[src/hw/rtl/tcce_pkg.sv]
// Shared types and constants of the text console character engine.
package tcce_pkg;

    localparam int unsigned SCREEN_LINES = 480;
    localparam int unsigned SCREEN_WIDTH = 640;
    localparam int unsigned JOBQ_DEPTH   = 2;
    localparam int unsigned JOBQ_AW      = $clog2(JOBQ_DEPTH);
    localparam int unsigned JOBQ_CW      = $clog2(JOBQ_DEPTH + 1);

    localparam logic [6:0]  FONT_HEIGHT_RESET = 7'd8;
    localparam logic [7:0]  ATTR_RESET        = 8'h07;

    localparam logic [7:0]  CH_LF    = 8'h0A;
    localparam logic [7:0]  CH_CR    = 8'h0D;
    localparam logic [7:0]  CH_ESC   = 8'h1B;
    localparam logic [7:0]  CH_M     = 8'h6D;
    localparam logic [7:0]  CH_LBRK  = 8'h5B;
    localparam logic [7:0]  CH_SEMI  = 8'h3B;
    localparam logic [7:0]  CH_ZERO  = 8'h30;
    localparam logic [7:0]  CH_NINE  = 8'h39;

    localparam logic [31:0] CMD_GLYPH_HDR  = 32'h6500_0000;
    localparam logic [31:0] CMD_GLYPH_UV   = 32'h7800_0000;
    localparam logic [31:0] CMD_SCROLL_HDR = 32'h8000_0000;
    localparam logic [31:0] CMD_SCROLL_MID = 32'h0208_0808;

    typedef enum logic [1:0] {
        JOB_GLYPH,
        JOB_SCROLL,
        JOB_ATTR
    } job_kind_t;

    typedef enum logic [1:0] {
        PH_WAIT,
        PH_FIRST,
        PH_SECOND
    } phase_t;

    typedef struct packed {
        job_kind_t   kind;
        logic [31:0] cur;
        logic [15:0] uv;
        logic [6:0]  fh;
        logic [7:0]  attr0;
        logic [7:0]  attr1;
        logic        two_attr;
    } job_t;

endpackage

[src/hw/rtl/text_console_char_engine_core.sv]
// Top level of the text console character engine.
//
// Character bytes enter through a queue-style port (push/full) and come out as
// result words through another (empty/pop). The front end takes one character
// per cycle while the job queue has room: it moves the cursor, runs the ANSI
// SGR escape parser and, for a character that yields results, hands a compact
// job to a two-entry job queue. The back end turns each job into its words at
// one word per cycle while the output register is free or popped: a glyph
// gives four words, a scrolling newline seven, an SGR end one or two, and any
// other character none (front end only). The back end's sequencer sets the
// sustained rate of a glyph stream. font_height is written through the cfg
// channel, which is always ready; write it only while the block is idle.
module text_console_char_engine_core
    import tcce_pkg::*;
(
    input  logic        clk,
    input  logic        rst_n,
    // configuration write channel
    input  logic        cfg_valid,
    output logic        cfg_ready,
    input  logic [6:0]  cfg_data,
    // character input
    input  logic        push,
    output logic        full,
    input  logic [7:0]  ch,
    // result output
    output logic        empty,
    input  logic        pop,
    output logic        kind,
    output logic [31:0] word,
    output logic        last
);

    logic accept;
    logic job_push;
    job_t job_in;
    job_t job_head;
    logic job_full;
    logic job_valid;
    logic job_pop;

    assign cfg_ready = 1'b1;
    // hold input whenever the job queue has no room
    assign full      = job_full;
    assign accept    = push && !job_full;

    tcce_front u_front
    (
        .clk       (clk),
        .rst_n     (rst_n),
        .cfg_valid (cfg_valid),
        .cfg_data  (cfg_data),
        .accept    (accept),
        .ch        (ch),
        .job_push  (job_push),
        .job       (job_in)
    );

    tcce_jobq u_jobq
    (
        .clk      (clk),
        .rst_n    (rst_n),
        .wr_en    (job_push),
        .wr_job   (job_in),
        .full     (job_full),
        .rd_en    (job_pop),
        .rd_job   (job_head),
        .rd_valid (job_valid)
    );

    tcce_back u_back
    (
        .clk       (clk),
        .rst_n     (rst_n),
        .job_valid (job_valid),
        .job       (job_head),
        .job_pop   (job_pop),
        .empty     (empty),
        .pop       (pop),
        .kind      (kind),
        .word      (word),
        .last      (last)
    );

endmodule

[src/hw/rtl/tcce_front.sv]
// Front end: takes characters, runs cursor and escape parser, issues jobs.
module tcce_front
    import tcce_pkg::*;
(
    input  logic       clk,
    input  logic       rst_n,
    input  logic       cfg_valid,
    input  logic [6:0] cfg_data,
    input  logic       accept,
    input  logic [7:0] ch,
    output logic       job_push,
    output job_t       job
);

    logic [6:0]  fh_reg;
    logic [31:0] cursor_reg, cursor_next;
    logic [7:0]  colour_reg, colour_next;
    logic [7:0]  saved_reg, saved_next;
    logic        esc_reg, esc_next;
    phase_t      phase_reg, phase_next;
    logic [9:0]  first_reg, first_next;
    logic [9:0]  second_reg, second_next;
    logic [1:0]  cnt1_reg, cnt1_next;
    logic [1:0]  cnt2_reg, cnt2_next;

    logic        is_digit;
    logic [9:0]  digit_val;
    logic [3:0]  row_shift;
    logic [15:0] uv;
    logic [15:0] y_step;

    // SGR evaluation
    logic [7:0]  base_attr;
    logic        restore;
    logic        have_fg, have_bg, have_set;
    logic [3:0]  fg_code, bg_code, fg_sel;
    logic [7:0]  set_attr;

    assign is_digit  = (ch >= CH_ZERO) && (ch <= CH_NINE);
    assign digit_val = {6'd0, ch[3:0]};

    always_comb
    begin
        row_shift = 4'd3;
        for (int i = 6; i >= 0; i--)
        begin
            if (fh_reg[i])
            begin
                row_shift = 4'(i + 4);
            end
        end
    end

    assign uv     = 16'({8'd0, ch[7:4], 4'd0} << row_shift) | {9'd0, ch[3:0], 3'd0};
    assign y_step = cursor_reg[31:16] + {9'd0, fh_reg};

    always_comb
    begin
        base_attr = (first_reg == 10'd0) ? saved_reg : colour_reg;
        restore   = (first_reg == 10'd0);
        have_fg   = 1'b0;
        fg_code   = 4'd0;
        if ((first_reg >= 10'd30) && (first_reg <= 10'd37))
        begin
            have_fg = 1'b1;
            fg_code = 4'(first_reg - 10'd30);
        end
        else if ((first_reg >= 10'd90) && (first_reg <= 10'd97))
        begin
            have_fg = 1'b1;
            fg_code = 4'(first_reg - 10'd82);
        end
        have_bg = 1'b0;
        bg_code = 4'd0;
        if (cnt2_reg != 2'd0)
        begin
            if ((second_reg >= 10'd40) && (second_reg <= 10'd47))
            begin
                have_bg = 1'b1;
                bg_code = 4'(second_reg - 10'd40);
            end
            else if ((second_reg >= 10'd100) && (second_reg <= 10'd107))
            begin
                have_bg = 1'b1;
                bg_code = 4'(second_reg - 10'd92);
            end
        end
        fg_sel   = have_fg ? fg_code : base_attr[3:0];
        have_set = have_fg || have_bg;
        set_attr = have_bg ? {bg_code, fg_sel} : {base_attr[7:4], fg_code};
    end

    // next state
    always_comb
    begin
        cursor_next = cursor_reg;
        colour_next = colour_reg;
        saved_next  = saved_reg;
        esc_next    = esc_reg;
        phase_next  = phase_reg;
        first_next  = first_reg;
        second_next = second_reg;
        cnt1_next   = cnt1_reg;
        cnt2_next   = cnt2_reg;
        if (accept)
        begin
            if (esc_reg)
            begin
                if (ch == CH_M)
                begin
                    if (have_set)
                    begin
                        saved_next  = base_attr;
                        colour_next = set_attr;
                    end
                    else if (restore)
                    begin
                        colour_next = base_attr;
                    end
                    esc_next    = 1'b0;
                    phase_next  = PH_WAIT;
                    first_next  = 10'd0;
                    second_next = 10'd0;
                    cnt1_next   = 2'd0;
                    cnt2_next   = 2'd0;
                end
                else
                begin
                    unique case (phase_reg)
                        PH_FIRST:
                        begin
                            if (ch == CH_SEMI)
                            begin
                                phase_next = PH_SECOND;
                            end
                            else if (cnt1_reg != 2'd3)
                            begin
                                if (is_digit)
                                begin
                                    first_next = (first_reg << 3) + (first_reg << 1) + digit_val;
                                    cnt1_next  = cnt1_reg + 2'd1;
                                end
                                else
                                begin
                                    cnt1_next = 2'd3;
                                end
                            end
                        end
                        PH_SECOND:
                        begin
                            if (cnt2_reg != 2'd3)
                            begin
                                if (is_digit)
                                begin
                                    second_next = (second_reg << 3) + (second_reg << 1)
                                                  + digit_val;
                                    cnt2_next   = cnt2_reg + 2'd1;
                                end
                                else
                                begin
                                    cnt2_next = 2'd3;
                                end
                            end
                        end
                        default:
                        begin
                            phase_next = (ch == CH_LBRK) ? PH_FIRST : PH_WAIT;
                        end
                    endcase
                end
            end
            else if (ch == CH_LF)
            begin
                if (y_step >= 16'(SCREEN_LINES))
                begin
                    cursor_next = {cursor_reg[31:16], 16'd0};
                end
                else
                begin
                    cursor_next = {y_step, 16'd0};
                end
            end
            else if (ch == CH_CR)
            begin
                cursor_next = {cursor_reg[31:16], 16'd0};
            end
            else if (ch == CH_ESC)
            begin
                esc_next   = 1'b1;
                phase_next = PH_WAIT;
            end
            else
            begin
                cursor_next = cursor_reg + 32'd8;
            end
        end
    end

    // job issue
    always_comb
    begin
        job_push      = 1'b0;
        job.kind      = JOB_GLYPH;
        job.cur       = cursor_reg;
        job.uv        = uv;
        job.fh        = fh_reg;
        job.attr0     = have_set && !restore ? set_attr : base_attr;
        job.attr1     = set_attr;
        job.two_attr  = restore && have_set;
        if (accept)
        begin
            if (esc_reg)
            begin
                if ((ch == CH_M) && (restore || have_set))
                begin
                    job_push = 1'b1;
                    job.kind = JOB_ATTR;
                end
            end
            else if (ch == CH_LF)
            begin
                if (y_step >= 16'(SCREEN_LINES))
                begin
                    job_push = 1'b1;
                    job.kind = JOB_SCROLL;
                end
            end
            else if ((ch != CH_CR) && (ch != CH_ESC))
            begin
                job_push = 1'b1;
                job.kind = JOB_GLYPH;
            end
        end
    end

    always_ff @(posedge clk or negedge rst_n)
    begin
        if (!rst_n)
        begin
            fh_reg     <= FONT_HEIGHT_RESET;
            cursor_reg <= 32'd0;
            colour_reg <= ATTR_RESET;
            saved_reg  <= ATTR_RESET;
            esc_reg    <= 1'b0;
            phase_reg  <= PH_WAIT;
            first_reg  <= 10'd0;
            second_reg <= 10'd0;
            cnt1_reg   <= 2'd0;
            cnt2_reg   <= 2'd0;
        end
        else
        begin
            if (cfg_valid)
            begin
                fh_reg <= cfg_data;
            end
            cursor_reg <= cursor_next;
            colour_reg <= colour_next;
            saved_reg  <= saved_next;
            esc_reg    <= esc_next;
            phase_reg  <= phase_next;
            first_reg  <= first_next;
            second_reg <= second_next;
            cnt1_reg   <= cnt1_next;
            cnt2_reg   <= cnt2_next;
        end
    end

endmodule

[src/hw/rtl/tcce_jobq.sv]
// Short job queue between the front end and the word sequencer.
module tcce_jobq
    import tcce_pkg::*;
(
    input  logic clk,
    input  logic rst_n,
    input  logic wr_en,
    input  job_t wr_job,
    output logic full,
    input  logic rd_en,
    output job_t rd_job,
    output logic rd_valid
);

    job_t                slot_reg [JOBQ_DEPTH];
    logic [JOBQ_AW-1:0]  wp_reg, rp_reg;
    logic [JOBQ_CW-1:0]  count_reg;

    assign full     = (count_reg == JOBQ_CW'(JOBQ_DEPTH));
    assign rd_valid = (count_reg != '0);
    assign rd_job   = slot_reg[rp_reg];

    always_ff @(posedge clk)
    begin
        if (wr_en)
        begin
            slot_reg[wp_reg] <= wr_job;
        end
    end

    always_ff @(posedge clk or negedge rst_n)
    begin
        if (!rst_n)
        begin
            wp_reg    <= '0;
            rp_reg    <= '0;
            count_reg <= '0;
        end
        else
        begin
            if (wr_en)
            begin
                wp_reg <= (wp_reg == JOBQ_AW'(JOBQ_DEPTH - 1)) ? '0 : wp_reg + 1'b1;
            end
            if (rd_en)
            begin
                rp_reg <= (rp_reg == JOBQ_AW'(JOBQ_DEPTH - 1)) ? '0 : rp_reg + 1'b1;
            end
            count_reg <= count_reg + JOBQ_CW'(wr_en) - JOBQ_CW'(rd_en);
        end
    end

endmodule

[src/hw/rtl/tcce_back.sv]
// Back end: expands a job into its words, one per cycle unless stalled.
module tcce_back
    import tcce_pkg::*;
(
    input  logic        clk,
    input  logic        rst_n,
    input  logic        job_valid,
    input  job_t        job,
    output logic        job_pop,
    output logic        empty,
    input  logic        pop,
    output logic        kind,
    output logic [31:0] word,
    output logic        last
);

    logic [2:0]  step_reg, step_next;
    logic        oval_reg, oval_next;
    logic        kind_reg;
    logic [31:0] word_reg;
    logic        last_reg;

    logic        load;
    logic        w_kind;
    logic [31:0] w_word;
    logic        w_last;
    logic [31:0] h;
    logic [31:0] bottom;

    assign h      = {9'd0, job.fh, 16'd0};
    assign bottom = {16'(SCREEN_LINES) - {9'd0, job.fh}, 16'd0};
    assign load   = job_valid && (!oval_reg || pop);

    always_comb
    begin
        w_kind = 1'b0;
        w_word = 32'd0;
        w_last = 1'b0;
        unique case (job.kind)
            JOB_GLYPH:
            begin
                w_last = (step_reg == 3'd3);
                unique case (step_reg)
                    3'd0:    w_word = CMD_GLYPH_HDR;
                    3'd1:    w_word = job.cur;
                    3'd2:    w_word = CMD_GLYPH_UV | {16'd0, job.uv};
                    default: w_word = h | 32'd8;
                endcase
            end
            JOB_SCROLL:
            begin
                w_last = (step_reg == 3'd6);
                unique case (step_reg)
                    3'd0:    w_word = CMD_SCROLL_HDR;
                    3'd1:    w_word = h;
                    3'd2:    w_word = 32'd0;
                    3'd3:    w_word = bottom | 32'(SCREEN_WIDTH);
                    3'd4:    w_word = CMD_SCROLL_MID;
                    3'd5:    w_word = bottom;
                    default: w_word = h | 32'(SCREEN_WIDTH);
                endcase
            end
            JOB_ATTR:
            begin
                w_kind = 1'b1;
                w_last = job.two_attr ? (step_reg == 3'd1) : 1'b1;
                w_word = {24'd0, (step_reg == 3'd0) ? job.attr0 : job.attr1};
            end
            default:
            begin
                w_last = 1'b1;
            end
        endcase
    end

    assign job_pop = load && w_last;

    always_comb
    begin
        step_next = step_reg;
        oval_next = oval_reg;
        if (load)
        begin
            step_next = w_last ? 3'd0 : step_reg + 3'd1;
            oval_next = 1'b1;
        end
        else if (pop)
        begin
            oval_next = 1'b0;
        end
    end

    always_ff @(posedge clk or negedge rst_n)
    begin
        if (!rst_n)
        begin
            step_reg <= 3'd0;
            oval_reg <= 1'b0;
        end
        else
        begin
            step_reg <= step_next;
            oval_reg <= oval_next;
        end
    end

    always_ff @(posedge clk)
    begin
        if (load)
        begin
            kind_reg <= w_kind;
            word_reg <= w_word;
            last_reg <= w_last;
        end
    end

    assign empty = !oval_reg;
    assign kind  = kind_reg;
    assign word  = word_reg;
    assign last  = last_reg;

endmodule
[config.mk]
export PLATFORM = sky130hd
export DESIGN_NAME = text_console_char_engine_core
export DESIGN_NICKNAME = d
export VERILOG_FILES = /design/src/hw/rtl/tcce_pkg.sv /design/src/hw/rtl/text_console_char_engine_core.sv /design/src/hw/rtl/tcce_front.sv /design/src/hw/rtl/tcce_jobq.sv /design/src/hw/rtl/tcce_back.sv
export SDC_FILE = /design/constraint.sdc
export NUM_CORES = 1
export LEC_CHECK = 0
export CAP_MARGIN = 5
export CORE_MARGIN = 1.5
export CORE_UTILIZATION = 55
export DETAILED_ROUTE_END_ITERATION = 8
export DONT_BUFFER_PORTS = 1
export GPL_ROUTABILITY_DRIVEN = 0
export PLACE_DENSITY = 0.7
export SETUP_SLACK_MARGIN = 0.2
export SLEW_MARGIN = 5
export SYNTH_ARGS = -nofsm -noshare
export SYNTH_HDL_FRONTEND = slang
export SYNTH_SLANG_ARGS = --single-unit
[constraint.sdc]
create_clock -name clk -period 7.01 [get_ports clk]
set_input_delay 1.402 -clock clk [delete_from_list [all_inputs] [get_ports clk]]
set_output_delay 1.402 -clock clk [all_outputs]
set_load 0.02 [all_outputs]
==> key figures, run 1 <==
Cells and area
  – Synth-to-Final Area Change: 9.731%
  – Final design utilization: 0.6119
  – Final #Nets: 1,158
  – Layout Cells excl Fill: 1,421
  – Filler instances: 1,782
  – Seq. cell area: 0.007295 mm^2
  – Max reg flops: 136
  – Share of post-route cells with drive strength above 1: 0.1143
  – Footprint of the multi-input gates: 0.005380 mm^2
  – Antenna diodes: 0

Setup path
  – Stages on worst setup path: 11
  – Crit path launch type: flop
  – CP required: 7.21 ns
  – R2r startpoint: u_front.fh_reg[0]
  – Worst EP arrival: 4.75 ns
  – CP max-delay cell: and2_2
  – Reg2Reg Depth: 11
  – Crit end category: flop
  – Crit path kind: flop to flop
  – Critical path peak fanout: 35
  – Crit path cell chain: ha_1 > fa_1 > a211oi_1 > o211ai_1 > o211ai_1 > nor2_1 > o32ai_2 > nor3_1 > o21ai_2 > and2_2 > buf_4
  – Buf/Inv on CP: 1
  – Worst r2r dst: u_jobq.slot_reg[1][9]
  – R2R setup slack: 2.46 ns
  – Largest delay share family, worst path: compound AO/OA/AOI/OAI gates
  – Slowest Stage Delay on Critical Path: 0.74 ns
  – Most used cell, CP: o211ai_1

Min path
  – Hold path depth: 2
  – Hold worst-path end: u_front.cnt1_reg[1]
  – HP Start: u_front.cnt1_reg[1]
  – Hold Path Class: flop to flop

STA
  – Min cycle time layout: 4.547 ns
  – Total negative slack: 0 ns
  – Fmax: 219.9 MHz
  – Slew HR: 0.2313
  – Finish-stage setup viols: 0
  – Fin crit share: 0.6487
  – Slew @ Worst Pin: 1.145 ns
  – Final Max Tran Viols: 0
  – Clk_skew: 0.009026 ns
  – Final Hold Viols: 0
  – RSZ-0062 raised after global routing: no

Routing
  – DRC errors left: 0
  – Vias: 8,532
  – Post-DRT Antenna Nets: 0
  – Drt initial violations: 730
  – Routed WL: 27,500 um
  – Detailed Routing Iterations Pass 1: 5
  – Routed len/inst: 19.35 um
  – Via density: 6.004

Clock network
  – Maximum buffer depth of the clock tree: 3
  – CTS tree: built
  – Worst skew pair latency: 0.55 ns
  – Clk sink count: 257
  – Postcts setup bufs: 0
  – Root buf cell: clkbuf_16
  – Cts hold-fix bufs: 0
  – H-tree depth: 1
  – TritonCTS Buffers: 28
  – CTS clk-pin slew, worst paths: 0.06 ns
  – Post-cts repair resize count: 0

Yosys
  – Mapped Area: 0.01301 mm^2
  – Ys Warns: 0
  – Seq/Total Area, Yosys: 0.5603
  – Synth Flop Type: edfxtp_1
  – FFs w/ async S/R, synth: 0.3385
  – Distinct cell type count after synthesis: 82
  – Syn_area_per_cell: 11.96 um^2
  – Post-synth net total: 1,166
  – Seq cells post-synth: 257
  – Gate Count Post-Synth: 1,088
  – EDFF count, synth: 170

Global routing
  – Total congestion overflow: 0
  – Vias in the first global route: 8,231
  – Antenna violations before repair: 0
  – Total track usage: 0.2310
  – First-pass GRT wire length: 44,060 um
  – Largest net degree at the start of global routing: 88

Run
  – MaxCap Viol Count: 0

Place
  – Port-buffer cells: 0
  – Hpwl dp: 19,340 um
  – Placed Instances: 1,369

Pwr
  – Pwr Density: 354.3 mW/mm^2
  – Pleak: 5.656 nW
  – Max VDD drop: 0.0002260 V
  – Total power: 0.005059 W

Floorplanning
  – Die height: 156.8 um
  – Die area: 0.02459 mm^2
  – Top Ports: 57
  – Placeable core area: 0.02333 mm^2
  – Initial Util: 0.5576
  – FP Rows: 56
  – Die width: 156.8 um

Run status
  – Outcome: complete, no violations
==> logic make-up (layout without fill, tap and decap cells) <==
group	after synthesis	in the layout	synth area share
other	1	1	0.0002882
muxes	90	90	0.08010
buffers and inverters	85	99	0.02712
AOI/OAI and AO/OA	261	261	0.1336
DFF	257	257	0.5603
xor gates and xnor gates	38	38	0.02558
and+or+nand+nor	298	298	0.1143
adders and majority gates	58	58	0.05866
==> tightest hold or removal path: stages, from the launching register on <==
cell and delay, ns:
dfrtp_1 0.34, nand2_1 0.06, nand2_1 0.06
==> cell usage in the layout, fill, tap and decap left out, types with 14 or more instances in the layout <==
cell	netlist	routed
edfxtp_1	170	170
nand2_1	101	101
dfrtp_1	80	79
o21ai_0	77	77
nor2_1	61	61
ha_1	53	53
mux2i_1	49	49
a21oi_1	48	47
inv_1	37	37
mux2_2	33	33
clkbuf_16	0	28
nand3_1	25	25
xnor2_1	24	24
nor3_1	18	18
nor2b_1	19	18
a22o_1	16	16
nand4_1	14	14
xor2_1	14	14
==> per-stage QoR <==
step | worst slack, ns | hold slack (ns) | instance area, um^2
5_1_grt | 2.187 | 0.5210 | 14280
3_5_place_dp | 2.106 | 0.4792 | 13290
3_3_place_gp | 2.258 | 0.4666 | 13290
6_report | 2.463 | 0.4882 | 14280
2_1_floorplan | 0.7096 | 0.4368 | 13010
4_1_cts | 2.432 | 0.4939 | 14280
==> how the worst max path moves through the flow <==
stage                      start                endpoint  slack (ns)
2_1_floorplan              ch[1]   u_jobq.slot_reg[0][0]        0.71
3_3_place_gp               ch[1]  u_jobq.slot_reg[1][38]        2.26
3_5_place_dp               ch[1]   u_jobq.slot_reg[1][2]        2.11
4_1_cts        u_front.fh_reg[0]   u_jobq.slot_reg[1][9]        2.43
5_1_grt        u_front.fh_reg[0]   u_jobq.slot_reg[1][9]        2.19
6_report       u_front.fh_reg[0]   u_jobq.slot_reg[1][9]        2.46
==> routing by layer <==
layer | track usage | vias to the layer above | share of wire
met5 | 0 | - | 0
met4 | 0.05215 | 0 | 0.019
met3 | 0.04209 | 39 | 0.063
met2 | 0.3624 | 235 | 0.45
met1 | 0.3352 | 4189 | 0.46
li1 | - | 4069 | -
==> where the power goes <==
group / total (W) / switching (W) / leakage, nW / internal (W)
sequential: 0.00238 / 0.000314 / 2.75 / 0.00207
clock: 0.00154 / 0.000587 / 0.481 / 0.000957
combinational: 0.00114 / 0.000707 / 2.42 / 0.000428
total: 0.00506 / 0.00161 / 5.66 / 0.00345
==> cell type report <==
cell class | count | share of cell area
tap | 319 | 0.02796
clock buffer | 39 | 0.05407
sequential | 257 | 0.5109
multi-input combinational | 746 | 0.3768
timing repair buffer | 10 | 0.005258
clock inverter | 13 | 0.01525
inverter | 37 | 0.009727
==> cells in the mapped netlist (13+ instances only) <==
library cell    n  area, um^2
a21oi_1        48       240.2
xor2_1         14       122.6
o21ai_0        77       385.4
a22o_1         16       140.1
clkbuf_1       27       101.4
edfxtp_1      170        5105
a31oi_1        13       81.33
mux2_2         33       371.6
nor2_1         61       229.0
nand4_1        14       87.58
buf_2          15       75.07
o22ai_1        13       81.33
ha_1           53       663.1
xnor2_1        24       210.2
nor3_1         18       90.09
mux2i_1        49       490.5
inv_1          37       138.9
nand2_1       101       379.1
dfrtp_1        80        2002
nor2b_1        19       118.9
nand3_1        25       125.1
(Power assumes the default switching activity.)
==> inputs of run 2 (changes only) <==
--- a/config.mk
+++ b/config.mk
@@ -5,13 +5,14 @@
 export SDC_FILE = /design/constraint.sdc
 export NUM_CORES = 1
 export LEC_CHECK = 0
+export ABC_AREA = 1
 export CAP_MARGIN = 5
 export CORE_MARGIN = 1.5
 export CORE_UTILIZATION = 55
 export DETAILED_ROUTE_END_ITERATION = 8
 export DONT_BUFFER_PORTS = 1
 export GPL_ROUTABILITY_DRIVEN = 0
-export PLACE_DENSITY = 0.7
+export PLACE_DENSITY = 0.73
 export SETUP_SLACK_MARGIN = 0.2
 export SLEW_MARGIN = 5
 export SYNTH_ARGS = -nofsm -noshare
==> constraint.sdc (replaced) <==
create_clock -name clk -period 3.91 [get_ports clk]
set_input_delay 0.782 -clock clk [delete_from_list [all_inputs] [get_ports clk]]
set_output_delay 0.782 -clock clk [all_outputs]
set_load 0.02 [all_outputs]
==> run 2 against run 1 <==
Against the previous run: worst setup slack lost 1.9 ns; critical path depth grew 5; final cell count grew 30%; synthesized area grew 3.8%; core utilization grew 0.22 points; die area grew 3.7%; total power grew 73%; clock-buffer cell count shrank 4; sequential share of layout area shrank 2.0 points; global-route usage grew 3.1 points; register-to-register slack lost 1.9 ns; first-iteration DRC count grew 53%; critical path type unchanged.
==> key figures, run 2 <==
Pwr
  – Net Sw Frac: 0.3522 (+0.03431)
  – Part of the power in registers: 0.433 (-0.037)
  – Pleak: 6.350 nW (+12%)
  – Internal Power: 0.005658 W (+64%)
  – Max VDD drop: 0.0004124 V (+82%)
  – Clock share of power: 0.307 (+0.002)
  – P_sw: 0.003077 W (+91%)
  – Comb pwr share: 0.260 (+0.036)
  – Pwr Density: 588.3 mW/mm^2 (+66%)

Routing
  – Vias: 10,700 (+25%)
  – Routed len/inst: 17.81 um (-7.9%)
  – Post-DRT Antenna Nets: 0 (unchanged)
  – Detailed Routing Iterations Pass 1: 5 (unchanged)
  – Routed WL: 33,030 um (+20%)
  – DRC errors left: 0 (unchanged)
  – Drt initial violations: 1,120 (+53%)
  – Via density: 5.772 (-3.9%)

Cells and area
  – Final instance area: 0.01485 mm^2 (+4.0%)
  – Antenna diodes: 0 (unchanged)
  – Share of post-route cells with drive strength above 1: 0.07516 (-0.03917)
  – Filler instances: 1,998 (+12%)
  – Max reg flops: 136 (unchanged)
  – Synth-to-Final Area Change: 9.911%
  – Seq. cell area: 0.007292 mm^2 (about the same)
  – Most frequent cells in the layout: nand2_1 (330), nor2_1 (173), edfxtp_1 (170)
  – Final #Nets: 1,588 (+37%)
  – Footprint of the multi-input gates: 0.005384 mm^2 (about the same)
  – Final design utilization: 0.6141 (+0.002172)
  – Commonest non-fill, non-tap cell in the layout: nand2_1

Floorplanning
  – Initial Util: 0.5587 (+0.001065)
  – Die area: 0.02551 mm^2 (+3.7%)
  – FP Rows: 57 (+1.8%)
  – Placeable core area: 0.02418 mm^2 (+3.6%)
  – Top Ports: 57 (unchanged)
  – Die height: 159.7 um (+1.9%)
  – Die width: 159.7 um (+1.9%)

Yosys
  – Synth top cells by count: nand2_1 (330), nor2_1 (173), edfxtp_1 (170)
  – Distinct cell type count after synthesis: 53 (-35%)
  – Seq/Total Area, Yosys: 0.5397 (-0.02061)
  – Seq cells post-synth: 257 (unchanged)
  – Count leader, synth: nand2_1
  – FFs w/ async S/R, synth: 0.3385 (unchanged)
  – Syn_area_per_cell: 8.981 um^2 (-25%)
  – Gate Count Post-Synth: 1,504 (+38%)
  – Synth top area share: 0.3779 (-0.01443)
  – Ys Warns: 0 (unchanged)
  – Mapped Area: 0.01351 mm^2 (+3.8%)
  – Post-synth net total: 1,582 (+36%)
  – EDFF count, synth: 170 (unchanged)
  – Synth top area cells: edfxtp_1 (38%), dfrtp_1 (15%), nand2_1 (9.2%), o21ai_0 (5.6%), ha_1 (4.9%)
  – Synth Flop Type: edfxtp_1
  – Area leader, netlist: edfxtp_1

Run status
  – Outcome: complete, no violations

Clock network
  – Worst skew pair latency: 0.54 ns (about the same)
  – H-tree depth: 1 (unchanged)
  – Postcts setup bufs: 0 (unchanged)
  – Root buf cell: clkbuf_16
  – Maximum buffer depth of the clock tree: 3 (unchanged)
  – Clk sink count: 257 (unchanged)
  – TritonCTS Buffers: 27 (-3.6%)
  – CTS tree: built
  – CTS clk-pin slew, worst paths: 0.06 ns (about the same)

Global routing
  – Largest net degree at the start of global routing: 81 (-8.0%)
  – First-pass GRT wire length: 52,920 um (+20%)
  – Total congestion overflow: 0 (unchanged)
  – Total track usage: 0.2617 (+0.03066)
  – Vias in the first global route: 9,914 (+20%)
  – Antenna violations before repair: 0 (unchanged)

Setup path
  – Slowest Stage Delay on Critical Path: 0.45 ns (-0.29 ns)
  – Critical path peak fanout: 37 (+5.7%)
  – Largest delay share family, worst path: simple AND/OR/NAND/NOR gates
  – Crit path launch type: flop
  – Stages on worst setup path: 16 (+5)
  – CP required: 4.08 ns (-3.13 ns)
  – Worst EP arrival: 3.47 ns (-1.28 ns)
  – Crit path kind: flop to flop
  – Buf/Inv on CP: 2 (+1)
  – Reg2Reg Depth: 16 (+5)
  – CP max-delay cell: dfrtp_1
  – Most used cell, CP: nand2_1
  – Crit path cell chain: ha_1 > fa_1 > nand2_1 > nand2_1 > nand3_1 > nand3_1 > nand2_1 > nand3_1 > nor2_1 > nor2_2 > nand3_1 > nand2_1 > nand2_1 > nand2_1 > clkinvlp_4 > buf_4
  – Crit end category: flop

STA
  – RSZ-0062 raised after global routing: no
  – Final Hold Viols: 0 (unchanged)
  – Final Max Tran Viols: 0 (unchanged)
  – Slew HR: 0.3234 (+0.09205)
  – Fmax: 302.9 MHz (+38%)
  – Fin crit share: 0.8444 (+0.1958)
  – Finish-stage setup viols: 0 (unchanged)
  – Total negative slack: 0 ns (unchanged)
  – Clk_skew: 0.01250 ns (+0.003473 ns)
  – Min cycle time layout: 3.302 ns (-1.245 ns)
  – Slew @ Worst Pin: 1.007 ns (-0.1381 ns)

Place
  – Placed instance area: 0.01388 mm^2 (+4.4%)
  – Hpwl dp: 23,330 um (+21%)
  – Port-buffer cells: 0 (unchanged)

Run
  – MaxCap Viol Count: 0 (unchanged)

Min path
  – Hold Path Class: input port to async pin
run 2: cell types whose count changed after synthesis, sizes merged, moves of 28 or more:
cell and delta:
nand3 +56, nand2 +234, inv +139, mux2i -42, mux2 -28, nor2 +123
o21ai +82
run 2: kinds of logic after synthesis:
family / after synthesis / synth area share
AND/OR/NAND/NOR: 664 / 0.2061
other: 1 / 0.0002776
XOR/XNOR: 18 / 0.01167
buffers and inverters: 217 / 0.06252
flip-flops: 257 / 0.5397
adder cells (fa/ha/maj): 58 / 0.05650
AO/OA/AOI/OAI: 277 / 0.1138
multiplexers: 12 / 0.009355
run 2: final cells by class:
| type | instances | area share |
|---|---|---|
| well taps | 324 | 0.02730 |
| repair buffers | 16 | 0.01028 |
| clock inverters | 14 | 0.01315 |
| multi-input cells | 1030 | 0.3626 |
| clock buffers | 35 | 0.05023 |
| flip-flops and latches | 257 | 0.4912 |
| inverters | 178 | 0.04526 |
run 2: final timing paths:
kind	start	endpoint	slack (ns)
setup reg to reg	u_front.cursor_reg[16]	u_jobq.slot_reg[0][14]	0.61
hold / removal	rst_n	u_front.fh_reg[3]	0.1
hold reg to reg	u_front.saved_reg[2]	u_front.saved_reg[2]	0.47
max in group asynchronous	rst_n	u_jobq.rp_reg	3.34
min in group clk	ch[1]	u_jobq.slot_reg[1][28]	0.35
setup / recovery	u_front.cursor_reg[16]	u_jobq.slot_reg[0][14]	0.61
run 2: through the flow:
step | hold WS [ns] | total power, W | setup WS [ns] | cells
final | 0.09758 | 0.008734 | 0.6083 | 1854
after global routing | 0.08021 | 0.009203 | 0.2787 | 1854
after CTS | 0.08239 | 0.008777 | 0.6184 | 1854
after detailed placement | 0.4654 | 0.006060 | 0.6401 | 1804
after global placement | 0.4627 | 0.005970 | 0.6993 | 1804
after floorplan | 0.4368 | 0.005394 | 0.4243 | 1504
run 2: layer usage:
metal	routed length, um	global-route usage	up-vias
met1	15050	0.3959	5108
li1	-	-	5106
met4	512	0.05489	0
met2	14790	0.4039	436
met5	0	0	-
met3	2683	0.03688	52
run 2: worst register-to-register path, stage by stage (launching register included):
cell and delay [ns]:
dfrtp_1 0.45, ha_1 0.28, fa_1 0.45, nand2_1 0.10
nand2_1 0.09, nand3_1 0.12, nand3_1 0.08, nand2_1 0.11
nand3_1 0.08, nor2_1 0.12, nor2_2 0.06, nand3_1 0.06
nand2_1 0.18, nand2_1 0.14, nand2_1 0.11, clkinvlp_4 0.09
buf_4 0.43
run 2: what timing repair did:
item                                   in CTS  in global routing
hold buffers                                1                  0
gates resized for setup                     0                  0
endpoints found under the hold margin      80                  0
run 2: power groups by stage:
stage / registers, W / logic, W / clock network, W
global route: 0.00382 / 0.00257 / 0.00282
CTS: 0.00378 / 0.00227 / 0.00272
floorplan: 0.00375 / 0.00164 / 0
global placement: 0.00382 / 0.00215 / 0
finish: 0.00378 / 0.00227 / 0.00268
detailed placement: 0.00383 / 0.00223 / 0
